<file path="src/hw/rtl/crcsfr_pkg.sv">
package crcsfr_pkg;

	// Register indexes on the configuration port
	localparam logic [2:0] REG_START_MARKER  = 3'd0;
	localparam logic [2:0] REG_END_MARKER    = 3'd1;
	localparam logic [2:0] REG_CRC_POLY      = 3'd2;
	localparam logic [2:0] REG_LENGTH_LIMIT  = 3'd3;
	localparam logic [2:0] REG_TIMEOUT_TICKS = 3'd4;

	// Register reset values
	localparam logic [7:0]  RST_START_MARKER  = 8'h00;
	localparam logic [7:0]  RST_END_MARKER    = 8'h00;
	localparam logic [7:0]  RST_CRC_POLY      = 8'h8C;
	localparam logic [7:0]  RST_LENGTH_LIMIT  = 8'hFF;
	localparam logic [31:0] RST_TIMEOUT_TICKS = 32'd1000;

	// CRC seed, also the residue after a restart
	localparam logic [7:0] CRC_INIT = 8'hFF;

	// Status codes
	localparam logic [1:0] ST_OK  = 2'd0;
	localparam logic [1:0] ST_LEN = 2'd1;
	localparam logic [1:0] ST_END = 2'd2;
	localparam logic [1:0] ST_CRC = 2'd3;

	// Item kinds
	localparam logic KIND_BYTE = 1'b0;
	localparam logic KIND_TICK = 1'b1;

	typedef struct packed {
		logic [7:0]  start_marker;
		logic [7:0]  end_marker;
		logic [7:0]  crc_poly;
		logic [7:0]  length_limit;
		logic [31:0] timeout_ticks;
	} cfg_t;

	typedef struct packed {
		logic       is_status;
		logic [7:0] frame_byte;
		logic [1:0] status_code;
		logic [7:0] byte_count;
	} result_t;

	// Reflected CRC-8 update over one byte, LSB first
	function automatic logic [7:0] crc_fold(input logic [7:0] crc, input logic [7:0] b,
		input logic [7:0] poly);
		logic [7:0] c;
		c = crc ^ b;
		for (int k = 0; k < 8; k++) begin
			if (c[0]) begin
				c = (c >> 1) ^ poly;
			end else begin
				c = c >> 1;
			end
		end
		return c;
	endfunction

endpackage

</file>
<file path="src/hw/rtl/crcsfr_frame.sv">
module crcsfr_frame
	import crcsfr_pkg::*;
(
	input  logic       clk,
	input  logic       arst_n,
	input  cfg_t       cfg,
	input  logic       item_kind,
	input  logic [7:0] item_byte,
	input  logic       fire,
	output logic       res_valid,
	output result_t    res
);

	localparam logic [1:0] PH_HUNT = 2'd0;
	localparam logic [1:0] PH_LEN  = 2'd1;
	localparam logic [1:0] PH_DATA = 2'd2;

	logic [1:0]  phase_q;
	logic [7:0]  stored_q;
	logic [7:0]  expected_q;
	logic [7:0]  residue_q;
	logic [31:0] elapsed_q;

	logic [1:0]  phase_nxt;
	logic [7:0]  stored_nxt;
	logic [7:0]  expected_nxt;
	logic [7:0]  residue_nxt;
	logic [31:0] elapsed_nxt;
	logic [31:0] elapsed_inc;
	logic [7:0]  crc_new;
	logic [7:0]  stored_inc;
	logic        restart;
	logic [1:0]  res_code;
	logic        emit_data;
	logic        emit_status;

	assign elapsed_inc = (elapsed_q == '1) ? elapsed_q : elapsed_q + 32'd1;
	assign crc_new     = crc_fold(residue_q, item_byte, cfg.crc_poly);
	assign stored_inc  = stored_q + 8'd1;

	// Decide what the current item does
	always_comb begin
		emit_data    = 1'b0;
		emit_status  = 1'b0;
		res_code     = ST_OK;
		phase_nxt    = phase_q;
		expected_nxt = expected_q;
		elapsed_nxt  = elapsed_q;
		if (item_kind == KIND_TICK) begin
			elapsed_nxt = elapsed_inc;
			if (elapsed_inc >= cfg.timeout_ticks) begin
				emit_status = 1'b1;
				res_code    = (residue_q != 8'd0) ? ST_CRC : ST_OK;
			end
		end else begin
			unique case (phase_q)
				PH_HUNT: begin
					if (item_byte == cfg.start_marker) begin
						phase_nxt = PH_LEN;
					end
				end
				PH_LEN: begin
					if (item_byte == 8'd0 || item_byte > cfg.length_limit) begin
						emit_status = 1'b1;
						res_code    = ST_LEN;
					end else begin
						expected_nxt = item_byte;
						phase_nxt    = PH_DATA;
						emit_data    = 1'b1;
					end
				end
				default: begin
					if (stored_q >= expected_q) begin
						emit_status = 1'b1;
						if (item_byte != cfg.end_marker) begin
							res_code = ST_END;
						end else begin
							res_code = (residue_q != 8'd0) ? ST_CRC : ST_OK;
						end
					end else begin
						emit_data = 1'b1;
					end
				end
			endcase
		end
		restart     = emit_status;
		stored_nxt  = emit_data ? stored_inc : stored_q;
		residue_nxt = emit_data ? crc_new : residue_q;
		if (restart) begin
			phase_nxt    = PH_HUNT;
			stored_nxt   = 8'd0;
			expected_nxt = 8'd0;
			residue_nxt  = CRC_INIT;
			elapsed_nxt  = 32'd0;
		end
	end

	// Result for the current item
	always_comb begin
		res_valid       = emit_data | emit_status;
		res.is_status   = emit_status;
		res.frame_byte  = emit_data ? item_byte : 8'd0;
		res.status_code = emit_status ? res_code : ST_OK;
		res.byte_count  = emit_data ? stored_inc : stored_q;
	end

	// Frame state
	always_ff @(posedge clk or negedge arst_n) begin
		if (!arst_n) begin
			phase_q    <= PH_HUNT;
			stored_q   <= 8'd0;
			expected_q <= 8'd0;
			residue_q  <= CRC_INIT;
			elapsed_q  <= 32'd0;
		end else if (fire) begin
			phase_q    <= phase_nxt;
			stored_q   <= stored_nxt;
			expected_q <= expected_nxt;
			residue_q  <= residue_nxt;
			elapsed_q  <= elapsed_nxt;
		end
	end

	// A status item leaves the frame state restarted
	a_restart: assert property (@(posedge clk) disable iff (!arst_n)
		fire && res_valid && res.is_status |=>
			phase_q == PH_HUNT && stored_q == 8'd0 && residue_q == CRC_INIT
			&& elapsed_q == 32'd0)
		else $error("frame state not restarted after status");

	// Stored bytes never run past the frame length
	a_count_bound: assert property (@(posedge clk) disable iff (!arst_n)
		phase_q == PH_DATA |-> stored_q <= expected_q && expected_q != 8'd0)
		else $error("stored count past frame length");

	// Outside a frame nothing is stored
	a_idle_empty: assert property (@(posedge clk) disable iff (!arst_n)
		phase_q != PH_DATA |-> stored_q == 8'd0 && residue_q == CRC_INIT)
		else $error("stale frame state while hunting");

endmodule

</file>
<file path="src/hw/rtl/crc8_serial_frame_receiver.sv">
// Serial frame receiver with reflected CRC-8 check.
//
// Input channel (in_valid / in_stall): one item per transfer, either a received
// byte (kind = 0, rx_byte) or one timer tick (kind = 1).
// Output channel (out_valid / out_stall): zero or one result per input item,
// either a frame byte (is_status = 0) or an end-of-frame status.
// Config channel (cfg_valid / cfg_ready): register index and data; always
// ready, write only while no item is in flight.
//
// Throughput: one item per cycle while no stall holds it back. An accepted item
// loads the input register, and its result then loads the result register, from
// which it is taken. The CRC byte fold, length and end checks and the 32-bit tick
// compare all sit in the single stage between.
// When out_stall holds a waiting result, the input register keeps its item
// and in_stall rises once it is full; items that give no result still drain.
// Reset returns the block to hunting for the start byte, with registers at
// their default values and both registers empty.
module crc8_serial_frame_receiver
	import crcsfr_pkg::*;
(
	input  logic        clk,
	input  logic        arst_n,
	input  logic        in_valid,
	output logic        in_stall,
	input  logic        kind,
	input  logic [7:0]  rx_byte,
	output logic        out_valid,
	input  logic        out_stall,
	output logic        is_status,
	output logic [7:0]  frame_byte,
	output logic [1:0]  status_code,
	output logic [7:0]  byte_count,
	input  logic        cfg_valid,
	output logic        cfg_ready,
	input  logic [2:0]  cfg_index,
	input  logic [31:0] cfg_data
);

	cfg_t       cfg_q;
	logic       valid_s1;
	logic       kind_s1;
	logic [7:0] byte_s1;
	logic       out_valid_q;
	result_t    out_q;
	logic       res_valid;
	result_t    res;
	logic       out_free;
	logic       consume;
	logic       in_take;

	assign cfg_ready = 1'b1;

	// Configuration registers
	always_ff @(posedge clk or negedge arst_n) begin
		if (!arst_n) begin
			cfg_q.start_marker  <= RST_START_MARKER;
			cfg_q.end_marker    <= RST_END_MARKER;
			cfg_q.crc_poly      <= RST_CRC_POLY;
			cfg_q.length_limit  <= RST_LENGTH_LIMIT;
			cfg_q.timeout_ticks <= RST_TIMEOUT_TICKS;
		end else if (cfg_valid && cfg_ready) begin
			unique case (cfg_index)
				REG_START_MARKER:  cfg_q.start_marker  <= cfg_data[7:0];
				REG_END_MARKER:    cfg_q.end_marker    <= cfg_data[7:0];
				REG_CRC_POLY:      cfg_q.crc_poly      <= cfg_data[7:0];
				REG_LENGTH_LIMIT:  cfg_q.length_limit  <= cfg_data[7:0];
				REG_TIMEOUT_TICKS: cfg_q.timeout_ticks <= cfg_data;
				default: ;
			endcase
		end
	end

	// Handshake: the staged item moves on unless its result has nowhere to go
	assign out_free = !out_valid_q || !out_stall;
	assign consume  = valid_s1 && (!res_valid || out_free);
	assign in_stall = valid_s1 && !consume;
	assign in_take  = in_valid && !in_stall;

	// Input register
	always_ff @(posedge clk or negedge arst_n) begin
		if (!arst_n) begin
			valid_s1 <= 1'b0;
		end else if (in_take) begin
			valid_s1 <= 1'b1;
		end else if (consume) begin
			valid_s1 <= 1'b0;
		end
	end

	always_ff @(posedge clk) begin
		if (in_take) begin
			kind_s1 <= kind;
			byte_s1 <= rx_byte;
		end
	end

	crcsfr_frame u_frame (
		.clk       (clk),
		.arst_n    (arst_n),
		.cfg       (cfg_q),
		.item_kind (kind_s1),
		.item_byte (byte_s1),
		.fire      (consume),
		.res_valid (res_valid),
		.res       (res)
	);

	// Result register
	always_ff @(posedge clk or negedge arst_n) begin
		if (!arst_n) begin
			out_valid_q <= 1'b0;
		end else if (consume && res_valid) begin
			out_valid_q <= 1'b1;
		end else if (!out_stall) begin
			out_valid_q <= 1'b0;
		end
	end

	always_ff @(posedge clk) begin
		if (consume && res_valid) begin
			out_q <= res;
		end
	end

	assign out_valid   = out_valid_q;
	assign is_status   = out_q.is_status;
	assign frame_byte  = out_q.frame_byte;
	assign status_code = out_q.status_code;
	assign byte_count  = out_q.byte_count;

	// A result is never loaded over one still waiting
	a_no_overwrite: assert property (@(posedge clk) disable iff (!arst_n)
		out_valid_q && out_stall |-> !(consume && res_valid))
		else $error("result overwritten while stalled");

	// Status results carry no byte; data results carry a nonzero count and ok code
	a_result_shape: assert property (@(posedge clk) disable iff (!arst_n)
		out_valid_q |-> (out_q.is_status && out_q.frame_byte == 8'd0)
			|| (!out_q.is_status && out_q.status_code == ST_OK
			&& out_q.byte_count != 8'd0))
		else $error("malformed result");

	// A length error always reports an empty frame
	a_len_count: assert property (@(posedge clk) disable iff (!arst_n)
		out_valid_q && out_q.is_status && out_q.status_code == ST_LEN |->
			out_q.byte_count == 8'd0)
		else $error("length error with nonzero count");

endmodule

</file>
<file path="config.mk">
export PLATFORM = sky130hd
export DESIGN_NAME = crc8_serial_frame_receiver
export DESIGN_NICKNAME = d
export VERILOG_FILES = /design/src/hw/rtl/crcsfr_pkg.sv /design/src/hw/rtl/crcsfr_frame.sv /design/src/hw/rtl/crc8_serial_frame_receiver.sv
export SDC_FILE = /design/constraint.sdc
export NUM_CORES = 1
export LEC_CHECK = 0
export BUFFER_PORTS_ARGS = -buffer_cell sky130_fd_sc_hd__clkbuf_2
export CORE_MARGIN = 5
export CORE_UTILIZATION = 35
export DETAILED_ROUTE_END_ITERATION = 6
export PLACE_DENSITY = 0.55
export SLEW_MARGIN = 20
export SYNTH_ARGS = -nofsm -noshare
export SYNTH_HDL_FRONTEND = slang
export SYNTH_HIERARCHICAL = 1
export SYNTH_SLANG_ARGS = --single-unit
</file>
<file path="constraint.sdc">
create_clock -name clk -period 15.5 [get_ports clk]
set_clock_uncertainty 0.2 [all_clocks]
set_input_delay 0.775 -clock clk [delete_from_list [all_inputs] [get_ports clk]]
set_output_delay 0.775 -clock clk [all_outputs]
set_load 0.02 [all_outputs]
</file>
==> impl_metrics.ini <==
[synth]
syn_avg_cell_area_sq_um = 10.2
synth_edf_count = 28
synth_top_area_share_pct = 25.5
syn_inst = 951
ys_async_sr_fraction_pct = 81.6
synth-seq-area-share_pct = 40.9
synth_flop_cell = dfrtp_1
synth_area_leader_cell = dfrtp_1
synth_nets = 1050
synth_cell_type_count = 74
synth_area_sq_um = 9730
yosys_warnings = 6
synth_area_leaders = dfrtp_1 25%, edfxtp_1 8.6%, dfstp_2 6.8%
synth_seq_cells = 152

[clock_tree]
cts_resized = 0
clkTransAtPathRegs_ns = 0.07
cts_tree = built
clk_path_buf_depth = 2
post_cts_buffers = 0
clock_sinks = 152
cts_buffers = 17
postCtsHoldBufs = 0
cts_root_buffer = clkbuf_16
worstSkewPairLatency_ns = 0.42
cts-htree-levels = 4

[setup_path]
cp.arrival_ns = 6.83
required_ns = 15.64
timing.critical_path.mode_cell = a21o_1
path_buf_inv = 1
cp-end-kind = flip-flop
crit_slowest_cell = a21oi_1
critPathMaxFanout = 13
timing.critical_path.max_delay_family = compound AO/OA/AOI/OAI gates
startpoint_type = flip-flop
crit_type = reg2reg
crit_path_max_incr_delay_ns = 0.80

[placed_design]
dp_slack_ns = 8.82
dp_hpwl_um = 16500
place.gp.congestion = 0.813
numPortBuffers = 69

[timing]
tightest_slew_ns = 1.04
hold_viol = 0
setup_viol = 0
fin_crit_ns = 6.69
fin_crit_sh_pct = 43.2
max_freq_ghz = 0.149
relSlewSlack_pct = 30.8
rsz0062_at_grt = no
tns_ns = 0
worst_slack_ns = 8.81
drv_slew = 0

[power]
leakage_nw = 5.03
total_power_w = 0.00173
p_int_w = 0.00111
pwr-share-seq_pct = 30.3
clockPowerShare_pct = 24.9
p_comb_share_pct = 44.7
ir_worst_vdd_v = 0.0000910
switching_share_pct = 35.5
power_density_nw_per_um2 = 157
p_switching_w = 0.000612

[die]
io_pins = 71
start_util_pct = 35.2
die_w_um = 177
core_area_sq_um = 27600
dieHeight_um = 177
dieArea_sq_um = 31200
rows = 61

[route]
vias_per_cell = 5.00
routed_wl_um = 22500
drc = 0
wl_per_cell_um = 16.2
drt-initial-drc-count = 378
ant_nets = 0
vias = 6941
drt-pass1-iter-count = 5

[grt]
grt_max_degree = 64
grt-ovfl-total = 0
antenna_found_initial = 1
grt_pass1_wl_um = 36900
grt_pass1_vias = 6960
grt_use_total_pct = 14.7

[finish]
drive_gt1_share_pct = 21.8
diodes = 0
area.growth.synth_to_final_pct = 12.8
nets = 1095
fin_util_pct = 39.7

[job]
cap_violations = 0

[outcome]
status = finished clean

[worst_hold_path]
hold_class = in2async
cell usage after synthesis (8+ instances only):
cell type,count
mux2_2,37
nor2_1,31
nor3_1,15
a2bb2oi_1,8
o31ai_1,9
ha_1,50
nand4_1,17
nor4_1,9
o21ai_0,35
a21oi_1,25
edfxtp_1,28
xor2_1,35
or2_2,8
xnor2_1,57
a21o_1,25
and2_1,14
mux2i_1,10
inv_1,66
clkbuf_1,33
nand2_1,101
a31oi_1,9
and3_1,12
mux2_4,30
nand3_1,25
dfrtp_1,99
dfstp_2,25
nand2b_1,27
nor2b_1,9
kinds of logic (layout without fill, tap and decap cells):
| kind of cell | after synthesis | after routing | synth area share (%) |
|---|---|---|---|
| AND/OR/NAND/NOR | 289 | 289 | 15.3 |
| adder cells (fa/ha/maj) | 50 | 50 | 6.43 |
| XOR/XNOR | 104 | 104 | 10.9 |
| AO/OA/AOI/OAI | 163 | 163 | 11.4 |
| multiplexers | 77 | 77 | 9.94 |
| other | 1 | 1 | 0.0385 |
| buffers and inverters | 115 | 173 | 5.22 |
| flip-flops | 152 | 152 | 40.9 |
path summary, 6_finish.rpt:
path	from	end	slack, ns	cells past startpoint
setup / recovery	u_frame/elapsed_q[10]	u_frame/expected_q[0]	8.81	26
hold / removal	arst_n	cfg_q[19]	0.24	1
setup reg to reg	u_frame/elapsed_q[10]	u_frame/expected_q[0]	8.81	26
hold reg to reg	cfg_q[2]	cfg_q[2]	0.31	1
max in group asynchronous	arst_n	cfg_q[1]	13.51	2
min in group clk	cfg_q[2]	cfg_q[2]	0.31	1
area by class of cell:
| cell class | count | area (sq um) |
|---|---|---|
| fillers | 2796 | 16600 |
| multi-input cells | 684 | 5280 |
| clock buffers | 21 | 482 |
| clock inverters | 11 | 134 |
| repair buffers | 74 | 385 |
| well taps | 378 | 473 |
| flip-flops and latches | 152 | 3980 |
| inverters | 67 | 251 |
registers in the layout (all words and copies together), names as in the netlist, 8 cells and up:
signal,flops
cfg_q,64
u_frame/elapsed_q,32
byte_count,8
byte_s1,8
frame_byte,8
u_frame/expected_q,8
u_frame/residue_q,8
u_frame/stored_q,8
routing by layer:
metal  share of wire, %  GRT usage [%]  up-vias  routed length, um
li1                   -              -     3415                  -
met1                 47           19.7     3388              10500
met2                 49           24.6      119              10900
met3                3.5           2.63       17                785
met4                1.1           3.58        2                236
met5              0.058              0        -                 13
metrics by stage:
step	hold WS [ns]	cells	instance area, sq um
floorplan	0.272	951	9730
global placement	0.297	1355	10400
detailed placement	0.296	1355	10400
CTS	0.261	1387	11000
global route	0.312	1387	11000
finish	0.238	1387	11000
power by group through the flow:
stage	registers (W)	clock network (W)	logic, W
floorplan	0.000505	0	0.000636
global placement	0.000530	0	0.000758
detailed placement	0.000532	0	0.000762
CTS	0.000524	0.000442	0.000768
global route	0.000533	0.000459	0.000843
finish	0.000524	0.000430	0.000773
layout by cell type, fill, tap and decap left out, types with 9 or more instances in the layout:
cell type	instances
mux2_2	37
edfxtp_1	28
nor2_1	31
nand4_1	17
nand3_1	25
dfstp_2	25
nand2_1	101
a31oi_1	9
dfrtp_1	99
nor3_1	15
and2_1	14
ha_1	50
clkbuf_16	18
o21ai_0	35
mux2i_1	10
xnor2_1	57
nand2b_1	27
inv_1	66
xor2_1	35
and3_1	12
nor4_1	9
a21oi_1	24
nor2b_1	9
a21o_1	25
clkbuf_2	68
mux2_4	30
Note: power is estimated with default switching activity, not from simulation.
